File: src/rtl/ccal_pkg.sv
`timescale 1ns / 1ps
// ----------------------------------------------------------------------------
// Contiguous channel allocator package
// Shared sizes, command and status codes, and controller/datapath bundles.
// ----------------------------------------------------------------------------
package ccal_pkg;

  // Number of channels (2..64)
  localparam int CHANNELS = 4;
  localparam int CH_IDX_W = (CHANNELS > 1) ? $clog2(CHANNELS) : 1;

  // Fixed field widths
  localparam int CMD_W    = 2;
  localparam int LEN_W    = 3;
  localparam int REL_W    = 2;
  localparam int STATUS_W = 2;

  // Width wide enough for start + length and for the channel count itself
  localparam int SUM_W = ((CH_IDX_W > LEN_W) ? CH_IDX_W : LEN_W) + 2;

  // Shortest run that reserve-run accepts
  localparam int MIN_RUN = 2;

  typedef enum logic [CMD_W-1:0] {
    CMD_RESERVE_ONE = 2'd0,
    CMD_RESERVE_RUN = 2'd1,
    CMD_RELEASE     = 2'd2
  } command_t;

  typedef enum logic [STATUS_W-1:0] {
    ST_DONE      = 2'd0,
    ST_NO_FREE   = 2'd1,
    ST_SHORT_RUN = 2'd2
  } status_t;

  // Controller to datapath
  typedef struct packed {
    logic load;    // capture a new transaction, rewind the scan
    logic step;    // advance the scan to the next start channel
    logic commit;  // write result registers and the reserved mask
  } dp_cmd_t;

  // Datapath to controller
  typedef struct packed {
    logic done;    // current transaction has its answer
  } dp_stat_t;

endpackage

File: src/rtl/ccal_datapath.sv
`timescale 1ns / 1ps
// ----------------------------------------------------------------------------
// Contiguous channel allocator datapath
// Holds the reserved mask, scans start channels one per cycle and builds
// the result registers.
// ----------------------------------------------------------------------------
module ccal_datapath (
  input  logic                           clk,
  input  logic                           rst_n,
  input  ccal_pkg::dp_cmd_t              cmd,
  output ccal_pkg::dp_stat_t             stat,
  input  logic [ccal_pkg::CMD_W-1:0]     in_command,
  input  logic [ccal_pkg::LEN_W-1:0]     in_run_length,
  input  logic [ccal_pkg::REL_W-1:0]     in_release_index,
  output logic [ccal_pkg::STATUS_W-1:0]  out_status,
  output logic [ccal_pkg::CH_IDX_W-1:0]  out_first_channel,
  output logic [ccal_pkg::CHANNELS-1:0]  out_reserved_now
);

  // Captured transaction and scan position
  logic [ccal_pkg::CMD_W-1:0]    cmd_r;
  logic [ccal_pkg::LEN_W-1:0]    len_r;
  logic [ccal_pkg::REL_W-1:0]    idx_r;
  logic [ccal_pkg::CH_IDX_W-1:0] pos_r;
  logic [ccal_pkg::CHANNELS-1:0] mask_r;

  // Result registers
  logic [ccal_pkg::STATUS_W-1:0] status_r;
  logic [ccal_pkg::CH_IDX_W-1:0] first_r;

  logic                          search_op;
  logic [ccal_pkg::LEN_W-1:0]    eff_len;
  logic [ccal_pkg::SUM_W-1:0]    pos_ext;
  logic [ccal_pkg::SUM_W-1:0]    end_ext;
  logic [ccal_pkg::CHANNELS-1:0] window;
  logic                          fits;
  logic                          hit;
  logic                          pos_last;

  logic [ccal_pkg::STATUS_W-1:0] status_nxt;
  logic [ccal_pkg::CH_IDX_W-1:0] first_nxt;
  logic [ccal_pkg::CHANNELS-1:0] mask_nxt;

  // Decode: which commands search, and how wide the window is
  always_comb begin
    search_op = 1'b0;
    eff_len   = ccal_pkg::LEN_W'(1);
    case (cmd_r)
      ccal_pkg::CMD_RESERVE_ONE: begin
        search_op = 1'b1;
      end
      ccal_pkg::CMD_RESERVE_RUN: begin
        search_op = (len_r >= ccal_pkg::LEN_W'(ccal_pkg::MIN_RUN));
        eff_len   = len_r;
      end
      default: begin
        search_op = 1'b0;
      end
    endcase
  end

  // Window of eff_len channels starting at pos_r
  assign pos_ext = ccal_pkg::SUM_W'(pos_r);
  assign end_ext = pos_ext + ccal_pkg::SUM_W'(eff_len);

  always_comb begin
    for (int i = 0; i < ccal_pkg::CHANNELS; i++) begin
      window[i] = (ccal_pkg::SUM_W'(i) >= pos_ext) && (ccal_pkg::SUM_W'(i) < end_ext);
    end
  end

  assign fits     = (end_ext <= ccal_pkg::SUM_W'(ccal_pkg::CHANNELS)) &&
                    ((mask_r & window) == '0);
  assign hit      = search_op && fits;
  assign pos_last = (pos_r == ccal_pkg::CH_IDX_W'(ccal_pkg::CHANNELS - 1));

  assign stat.done = !search_op || hit || pos_last;

  // Result and mask update for the commit
  always_comb begin
    status_nxt = ccal_pkg::ST_DONE;
    first_nxt  = '0;
    mask_nxt   = mask_r;
    if (search_op) begin
      if (hit) begin
        first_nxt = pos_r;
        mask_nxt  = mask_r | window;
      end else begin
        status_nxt = ccal_pkg::ST_NO_FREE;
      end
    end else begin
      case (cmd_r)
        ccal_pkg::CMD_RESERVE_RUN: begin
          status_nxt = ccal_pkg::ST_SHORT_RUN;
        end
        ccal_pkg::CMD_RELEASE: begin
          for (int i = 0; i < ccal_pkg::CHANNELS; i++) begin
            if (ccal_pkg::SUM_W'(idx_r) == ccal_pkg::SUM_W'(i)) begin
              mask_nxt[i] = 1'b0;
            end
          end
        end
        default: begin
          mask_nxt = mask_r;
        end
      endcase
    end
  end

  // Reserved mask
  always_ff @(posedge clk) begin
    if (!rst_n) begin
      mask_r <= '0;
    end else if (cmd.commit) begin
      mask_r <= mask_nxt;
    end
  end

  // Transaction capture and scan position
  always_ff @(posedge clk) begin
    if (cmd.load) begin
      cmd_r <= in_command;
      len_r <= in_run_length;
      idx_r <= in_release_index;
      pos_r <= '0;
    end else if (cmd.step) begin
      pos_r <= pos_r + ccal_pkg::CH_IDX_W'(1);
    end
  end

  // Result registers
  always_ff @(posedge clk) begin
    if (cmd.commit) begin
      status_r <= status_nxt;
      first_r  <= first_nxt;
    end
  end

  assign out_status        = status_r;
  assign out_first_channel = first_r;
  assign out_reserved_now  = mask_r;

endmodule

File: src/rtl/ccal_controller.sv
`timescale 1ns / 1ps
// ----------------------------------------------------------------------------
// Contiguous channel allocator controller
// Sequences accept, scan and commit, and owns the result valid flag.
// ----------------------------------------------------------------------------
module ccal_controller (
  input  logic               clk,
  input  logic               rst_n,
  input  logic               in_valid,
  output logic               in_ready,
  output logic               out_valid,
  input  logic               out_ready,
  output ccal_pkg::dp_cmd_t  cmd,
  input  ccal_pkg::dp_stat_t stat
);

  typedef enum logic [1:0] {
    S_IDLE,
    S_SCAN,
    S_HOLD
  } state_t;

  state_t state_r, state_nxt;
  logic   out_valid_r, out_valid_nxt;
  logic   out_free;

  // Result slot is free when empty or being taken this cycle
  assign out_free = !out_valid_r || out_ready;

  // Next state and datapath commands
  always_comb begin
    state_nxt = state_r;
    cmd       = '0;
    unique case (state_r)
      S_IDLE: begin
        if (in_valid) begin
          cmd.load  = 1'b1;
          state_nxt = S_SCAN;
        end
      end
      S_SCAN: begin
        if (stat.done) begin
          if (out_free) begin
            cmd.commit = 1'b1;
            state_nxt  = S_IDLE;
          end else begin
            state_nxt = S_HOLD;
          end
        end else begin
          cmd.step = 1'b1;
        end
      end
      S_HOLD: begin
        if (out_free) begin
          cmd.commit = 1'b1;
          state_nxt  = S_IDLE;
        end
      end
      default: begin
        state_nxt = S_IDLE;
      end
    endcase
    out_valid_nxt = cmd.commit || (out_valid_r && !out_ready);
  end

  // State and registered valid
  always_ff @(posedge clk) begin
    if (!rst_n) begin
      state_r     <= S_IDLE;
      out_valid_r <= 1'b0;
    end else begin
      state_r     <= state_nxt;
      out_valid_r <= out_valid_nxt;
    end
  end

  assign in_ready  = (state_r == S_IDLE);
  assign out_valid = out_valid_r;

endmodule

File: src/rtl/contiguous_channel_allocator_unit.sv
`timescale 1ns / 1ps
// ----------------------------------------------------------------------------
// Contiguous channel allocator
// First-fit allocator of single channels and runs of adjacent channels over
// a per-channel reserved mask, with channel release.
// ----------------------------------------------------------------------------
//  channel  | handshake            | payload
//  ---------+----------------------+------------------------------------------
//  in_      | in_valid / in_ready  | command, run_length, release_index
//  out_     | out_valid / out_ready| status, first_channel, reserved_now
//
//  One transaction at a time. After acceptance the datapath tests one start
//  channel per cycle and stops at the first fit or at the last channel; release
//  and rejected commands finish without a scan. in_ready is high only when
//  the sequencer is idle, and a finished result waits in the output register
//  while the next transaction is accepted and scanned. Synchronous reset
//  clears the reserved mask and the output valid flag.
// ----------------------------------------------------------------------------
module contiguous_channel_allocator_unit (
  input  logic                           clk,
  input  logic                           rst_n,
  input  logic                           in_valid,
  output logic                           in_ready,
  input  logic [ccal_pkg::CMD_W-1:0]     in_command,
  input  logic [ccal_pkg::LEN_W-1:0]     in_run_length,
  input  logic [ccal_pkg::REL_W-1:0]     in_release_index,
  output logic                           out_valid,
  input  logic                           out_ready,
  output logic [ccal_pkg::STATUS_W-1:0]  out_status,
  output logic [ccal_pkg::CH_IDX_W-1:0]  out_first_channel,
  output logic [ccal_pkg::CHANNELS-1:0]  out_reserved_now
);

  ccal_pkg::dp_cmd_t  dp_cmd;
  ccal_pkg::dp_stat_t dp_stat;

  ccal_controller u_ctrl (
    .clk       (clk),
    .rst_n     (rst_n),
    .in_valid  (in_valid),
    .in_ready  (in_ready),
    .out_valid (out_valid),
    .out_ready (out_ready),
    .cmd       (dp_cmd),
    .stat      (dp_stat)
  );

  ccal_datapath u_dp (
    .clk               (clk),
    .rst_n             (rst_n),
    .cmd               (dp_cmd),
    .stat              (dp_stat),
    .in_command        (in_command),
    .in_run_length     (in_run_length),
    .in_release_index  (in_release_index),
    .out_status        (out_status),
    .out_first_channel (out_first_channel),
    .out_reserved_now  (out_reserved_now)
  );

  // Not ready in the cycle after taking a transaction
  a_busy_after_accept: assert property (@(posedge clk) disable iff (!rst_n)
    in_valid && in_ready |=> !in_ready)
    else $error("in_ready high right after an accepted transaction");

  // A commit always presents a result next cycle
  a_commit_valid: assert property (@(posedge clk) disable iff (!rst_n)
    dp_cmd.commit |=> out_valid)
    else $error("commit did not raise out_valid");

  // Failed or rejected commands grant no channel
  a_fail_no_first: assert property (@(posedge clk) disable iff (!rst_n)
    out_valid && (out_status != ccal_pkg::ST_DONE) |-> out_first_channel == '0)
    else $error("nonzero first_channel on a failed command");

  // Mask moves only on a commit
  a_mask_commit_only: assert property (@(posedge clk) disable iff (!rst_n)
    !dp_cmd.commit |=> $stable(out_reserved_now))
    else $error("reserved mask changed without a commit");

endmodule

File: config.mk
export PLATFORM = sky130hd
export DESIGN_NAME = contiguous_channel_allocator_unit
export DESIGN_NICKNAME = d
export VERILOG_FILES = /design/src/rtl/ccal_pkg.sv /design/src/rtl/ccal_datapath.sv /design/src/rtl/ccal_controller.sv /design/src/rtl/contiguous_channel_allocator_unit.sv
export SDC_FILE = /design/constraint.sdc
export NUM_CORES = 1
export LEC_CHECK = 0
export ABC_AREA = 1
export BUFFER_PORTS_ARGS = -buffer_cell sky130_fd_sc_hd__buf_2
export CAP_MARGIN = 20
export CORE_MARGIN = 2
export CORE_UTILIZATION = 30
export DETAILED_ROUTE_END_ITERATION = 8
export SYNTH_ARGS = -nofsm -noshare
export SYNTH_HDL_FRONTEND = slang
export SYNTH_SLANG_ARGS = --single-unit
File: constraint.sdc
create_clock -name clk -period 3.7 [get_ports clk]
set_input_delay 0.555 -clock clk [delete_from_list [all_inputs] [get_ports clk]]
set_output_delay 0.555 -clock clk [all_outputs]
set_load 0.02 [all_outputs]
; Word-level counts from Yosys, hierarchy flattened
; Cells that the tools add are included.
[word_totals]
ff_bits = 20
inputBits = 11
wordCells = 91
[classes]
n_bitwise = 2
reduce_logical = 29
mux = 24
n_lt_le_gt_ge = 10
n_eq_ne = 12
add_sub_neg = 2
[ops]
columns = cell, n
row1 = AND reduction 4 bit, 4
row2 = two-way mux 2 bit, 6
row3 = two-way mux 4 bit, 3
row4 = two-way mux 1 bit, 11
row5 = "== test 2 bit, second input constant", 5
row6 = "< comparator 1 x 5 -> 1 bit, first input constant", 2
row7 = "< comparator 2 x 5 -> 1 bit, first input constant", 2
row8 = nonzero test 2 bit, 5
row9 = logical AND 1 bit, 7
row10 = "== test 2 x 1 -> 1 bit, second input constant", 3
row11 = logical NOT 2 bit, 3
row12 = "inequality test 2 bit, second input constant", 3
row13 = case mux 2 bit (3 select lines), 1
row14 = "less-or-equal comparator 5 x 3 -> 1 bit, second input constant", 1
row15 = adder 2 x 3 -> 4 bit, 1
row16 = AND 4 bit, 1
row17 = ">= comparator 1 x 2 -> 1 bit, first input constant", 2
row18 = ">= comparator 2 bit, first input constant", 2
row19 = logical NOT 4 bit, 1
row20 = logical OR 1 bit, 4
row21 = bitwise OR 4 bit, 1
row22 = case mux 1 bit (2 select lines), 2
row23 = ">= comparator 3 x 2 -> 1 bit, second input constant", 1
row24 = logical NOT 1 bit, 3
row25 = 5 further kinds, 5

; Depth between registers and ports, before layout
[depth]
word_depth = 14
ltp_mapped = 20
mapped_depth_nobuf = 20

; By module
; Synthesis repeated with hierarchy kept, for this count alone.
[unflattened]
hier_cells = 144
hier_area_um2 = 1203.7
[by_module_without_submodules]
columns = mod, area_per_inst_um2, cells_each, n_inst
row1 = ccal_datapath, 972.2, 109, 1
row2 = ccal_controller, 231.5, 35, 1

; Worst setup path before layout
; No wires, ideal clock.
[synth_timing]
path_type = register to register
startpoint = reg u_dp.cmd_r[1] (netlist bit)
endpoint = reg u_dp.first_r, in the netlist u_dp.out_first_channel[0], enable pin
t_required_ns = 3.457
arrival_time_ns = 2.313
slack_ns = 1.145
n_path_buf = 0
setup_time_ns = 0.243
stages_incl_launch_ff = 17
path_cell_list = edfxtp_1 -> nor2_4 -> nand2_1 -> ha_1 -> inv_1 -> fa_1 -> or2_2 -> nand4_1 -> nand3_1 -> nand2_1 -> nor2_2 -> nand2_2 -> nand3_2 -> nand2_1 -> nand2_2 -> nand2_1 -> inv_2
[synth_rtl]
columns = item, line_no
row1 = from (decl), ccal_datapath.sv:21  ; logic [ccal_pkg::CMD_W-1:0] cmd_r;
row2 = from (signal assigned), ccal_datapath.sv:122  ; cmd_r <= in_command;
row3 = to (signal assigned), ccal_datapath.sv:135  ; first_r <= first_nxt;
row4 = to (decl), ccal_datapath.sv:29  ; logic [ccal_pkg::CH_IDX_W-1:0] first_r;

; Final worst setup path
[layout_timing]
startpoint = reg u_dp.cmd_r[1] (netlist bit)
endpoint = reg u_dp.mask_r, in the netlist u_dp.out_reserved_now[3]
[layout_via]
elab_chain_len = 14
elab_cells_between_ends = 31
cone_classes = 1 x add/sub / 5 x order compare / 3 x eq/ne / 6 x mux / 2 x bitwise / 14 x reduce/logical
[layout_lines]
columns = item, line_no
row1 = == test 2 x 1 -> 1 bit, ccal_datapath.sv:48  ; case (cmd_r)
row2 = two-way mux 3 bit, ccal_datapath.sv:48
row3 = adder 2 x 3 -> 4 bit, ccal_datapath.sv:64  ; assign end_ext = pos_ext + ccal_pkg::SUM_W'(eff_len);
row4 = < comparator 1 x 5 -> 1 bit or < comparator 2 x 5 -> 1 bit (tied branches), ccal_datapath.sv:68  ; window[i] = (ccal_pkg::SUM_W'(i) >= pos_ext) && (ccal_pkg::SUM_W'(i) < end_ext);
row5 = logical AND 1 bit, ccal_datapath.sv:68
row6 = AND 4 bit, ccal_datapath.sv:73  ; ((mask_r & window) == '0);
row7 = logical NOT 4 bit, ccal_datapath.sv:73
row8 = logical AND 1 bit, ccal_datapath.sv:72  ; assign fits = (end_ext <= ccal_pkg::SUM_W'(ccal_pkg::CHANNELS)) &&
row9 = logical AND 1 bit, ccal_datapath.sv:74  ; assign hit = search_op && fits;
row10 = logical OR 1 bit (2 in series), ccal_datapath.sv:77  ; assign stat.done = !search_op || hit || pos_last;
row11 = two-way mux 1 bit, ccal_controller.sv:42  ; if (stat.done) begin
row12 = case mux 1 bit (2 select lines), ccal_controller.sv:34  ; unique case (state_r)
row13 = AND reduction 4 bit (no line), -
row14 = to (signal assigned), ccal_datapath.sv:115  ; mask_r <= mask_nxt;
row15 = to (decl), ccal_datapath.sv:25  ; logic [ccal_pkg::CHANNELS-1:0] mask_r;
; Several ways; a longest one is shown, not always the timed one. The select of a mux whose other input is x is not followed.
; A chain may end at the register's enable or synchronous reset.

==> flow_metrics.tcl <==
set metrics [dict create \
    slowest_delay_ns 0.46 \
    synth.ff_latch_count 20 \
    finalSetupViolations 0 \
    firstDrtPassIters 4 \
    die_w_um 67.9 \
    hpwl_mm 1.79 \
    crit_path_end_kind "register" \
    io_pins 21 \
    diodes 0 \
    startpoint_type "register" \
    grt_max_degree 12 \
    mostFrequentLayoutCells "inv_1 (20), buf_2 (20), nor2_1 (19)" \
    final_nets 185 \
    grt_antenna_before_repair 0 \
    post_dp_cell_area_um2 1380 \
    final_cells 214 \
    critPathKind "reg2reg" \
    cts_inserted_buffers 3 \
    htreeDepth 1 \
    drc 0 \
    leakage_uw 0.000624 \
    drv_cap 0 \
    vias 936 \
    fillers 408 \
    clkTransAtPathRegs_ns 0.07 \
    finalSetupTns_ns 0 \
    slowest_stage "edfxtp_1" \
    cp_cell_sequence "nor2_4 -> nand2_1 -> ha_1 -> inv_1 -> fa_1 -> or2_2 -> nand4_1 -> nand3_1 -> nand2_1 -> nor2_2 -> nand2_2 -> nand3_2 -> nand2_1 -> nand2_2 -> nand4_1 -> nor2_1 -> nor2_1 -> nor2_1" \
    core-area_um2 3970 \
    fp.dieH_um 67.9 \
    hold_violations 0 \
    row_count 23 \
    wire_per_inst_um 10.5 \
    synthCells 141 \
    final.period_utilization 0.746 \
    syn-num-nets 161 \
    cts_num_sinks 20 \
    track_usage 0.103 \
    clock_skew_ns 0.00157 \
    clockBufferDepth 2 \
    hold_path_class "in2reg" \
    cts_resized 0 \
    place_inst 210 \
    tightest_slew_ns 0.304 \
    grt_pass1_wl_mm 3.64 \
    port_buffers 20 \
    cts_tree "done" \
    ir_drop_uv 96.1 \
    place_ws_ns 0.934 \
    relSlewSlack 0.796 \
    drtIter0Drc 61 \
    status "finished clean" \
    grt_pass1_vias 811 \
    ys_warn_count 0 \
    final_util 0.359 \
    totalWireLength_mm 2.24 \
    postCtsHoldBufs 0 \
    die-area_um2 4610 \
    antenna_left 0 \
    viasPerCell 4.37 \
    yosysUniqueCellTypes 25 \
    rsz0062_at_grt "false" \
    gp_congestion 0.794 \
    cts_setup_buffers 0 \
    layout_min_cycle_time_ns 2.76 \
    yosysSeqAreaShare 0.416 \
    fmax_mhz 362 \
    path_max_fanout 5 \
    worstPathArrival_ns 2.91 \
    drive_above_1_share 0.348 \
    avgSynthCellArea_um2 8.70 \
    powerDensity_nw_per_um2 351 \
    syn-cell-area_um2 1230 \
    start_util 0.309 \
    cts_root_buffer "clkbuf_8" \
    overflow 0 \
    fin_area_um2 1430 \
    fin_ws_ns 0.941 \
    syn_to_final_growth_pct 16.3 \
    required_ns 3.85 \
    report.final.slew_viol_count 0 \
    clk_latency_ns 0.25 \
]
-- path summary, 6_finish.rpt --
kind / start / to / slack [ns] / cells after the start
setup / recovery: u_dp.cmd_r[1]$_DFFE_PP_ / u_dp.out_reserved_now[3]$_SDFFE_PN0P_ / 0.94 / 18
hold / removal: in_release_index[1] / u_dp.idx_r[1]$_DFFE_PP_ / 0.47 / 1
hold reg to reg: u_ctrl.state_r[1]$_SDFFE_PN0P_ / u_ctrl.state_r[1]$_SDFFE_PN0P_ / 0.50 / 2
setup reg to reg: u_dp.cmd_r[1]$_DFFE_PP_ / u_dp.out_reserved_now[3]$_SDFFE_PN0P_ / 0.94 / 18
-- sequential cells by signal, summed over array words and instances (netlist names) --
register / flops
u_dp.cmd_r: 2
u_dp.out_reserved_now: 4
u_dp.pos_r: 2
u_dp.out_status: 2
u_dp.idx_r: 2
u_ctrl.state_r: 2
u_dp.len_r: 3
u_dp.out_first_channel: 2
u_ctrl.out_valid: 1
-- per-layer routing --
metal / part of all wire / track usage / up-vias
met5: 0 / 0 / -
met4: 0.011 / 0.0375 / 0
met1: 0.50 / 0.143 / 421
met2: 0.46 / 0.164 / 13
met3: 0.027 / 0.0148 / 2
li1: - / - / 500
-- cell usage after synthesis (all sizes together) --
cell,number,area share
o21bai,4,0.024
nand4,9,0.046
nor2,26,0.098
a21oi,8,0.039
nand2,20,0.080
nand3,10,0.076
buf,1,0.0061
ha,8,0.082
dfxtp,9,0.15
fa,1,0.016
inv,28,0.088
o21ai,4,0.019
edfxtp,11,0.27
or2,2,0.010
-- worst max-delay path: cells and delay by family, from the launching register on --
| family | cells | cell delay (ns) |
|---|---|---|
| AND/OR/NAND/NOR | 15 | 1.49 |
| adder cells (fa/ha/maj) | 2 | 0.65 |
| flip-flops | 1 | 0.46 |
| buffers and inverters | 1 | 0.07 |
-- stage by stage --
step	hold slack [ns]	total power, uW
3_3_place_gp	0.481	360
5_1_grt	0.460	534
4_1_cts	0.464	509
2_1_floorplan	0.460	338
6_report	0.472	501
3_5_place_dp	0.481	361
-- cells by family (layout without fill, tap and decap cells) --
logic type / Yosys count / in the layout / share of synthesized area
flip-flops: 20 / 20 / 0.416
AND/OR/NAND/NOR: 67 / 67 / 0.309
AO/OA/AOI/OAI: 16 / 16 / 0.0827
adder cells (fa/ha/maj): 9 / 9 / 0.0980
buffers and inverters: 29 / 52 / 0.0939
-- power breakdown --
part / internal, uW / switching (uW)
sequential: 248 / 7.51
clock: 73.8 / 70.9
combinational: 35.8 / 65.1
-- cell type report --
class | count | area, um2 | share of cell area
Multi-Input combinational cell | 92 | 601 | 0.421
Sequential cell | 20 | 510 | 0.358
Inverter | 28 | 108 | 0.0754
Timing Repair Buffer | 20 | 100 | 0.0702
Tap cell | 50 | 62.6 | 0.0439
Clock buffer | 3 | 41.3 | 0.0289
Clock inverter | 1 | 3.75 | 0.00263
Note: power is estimated with default switching activity, not from simulation.
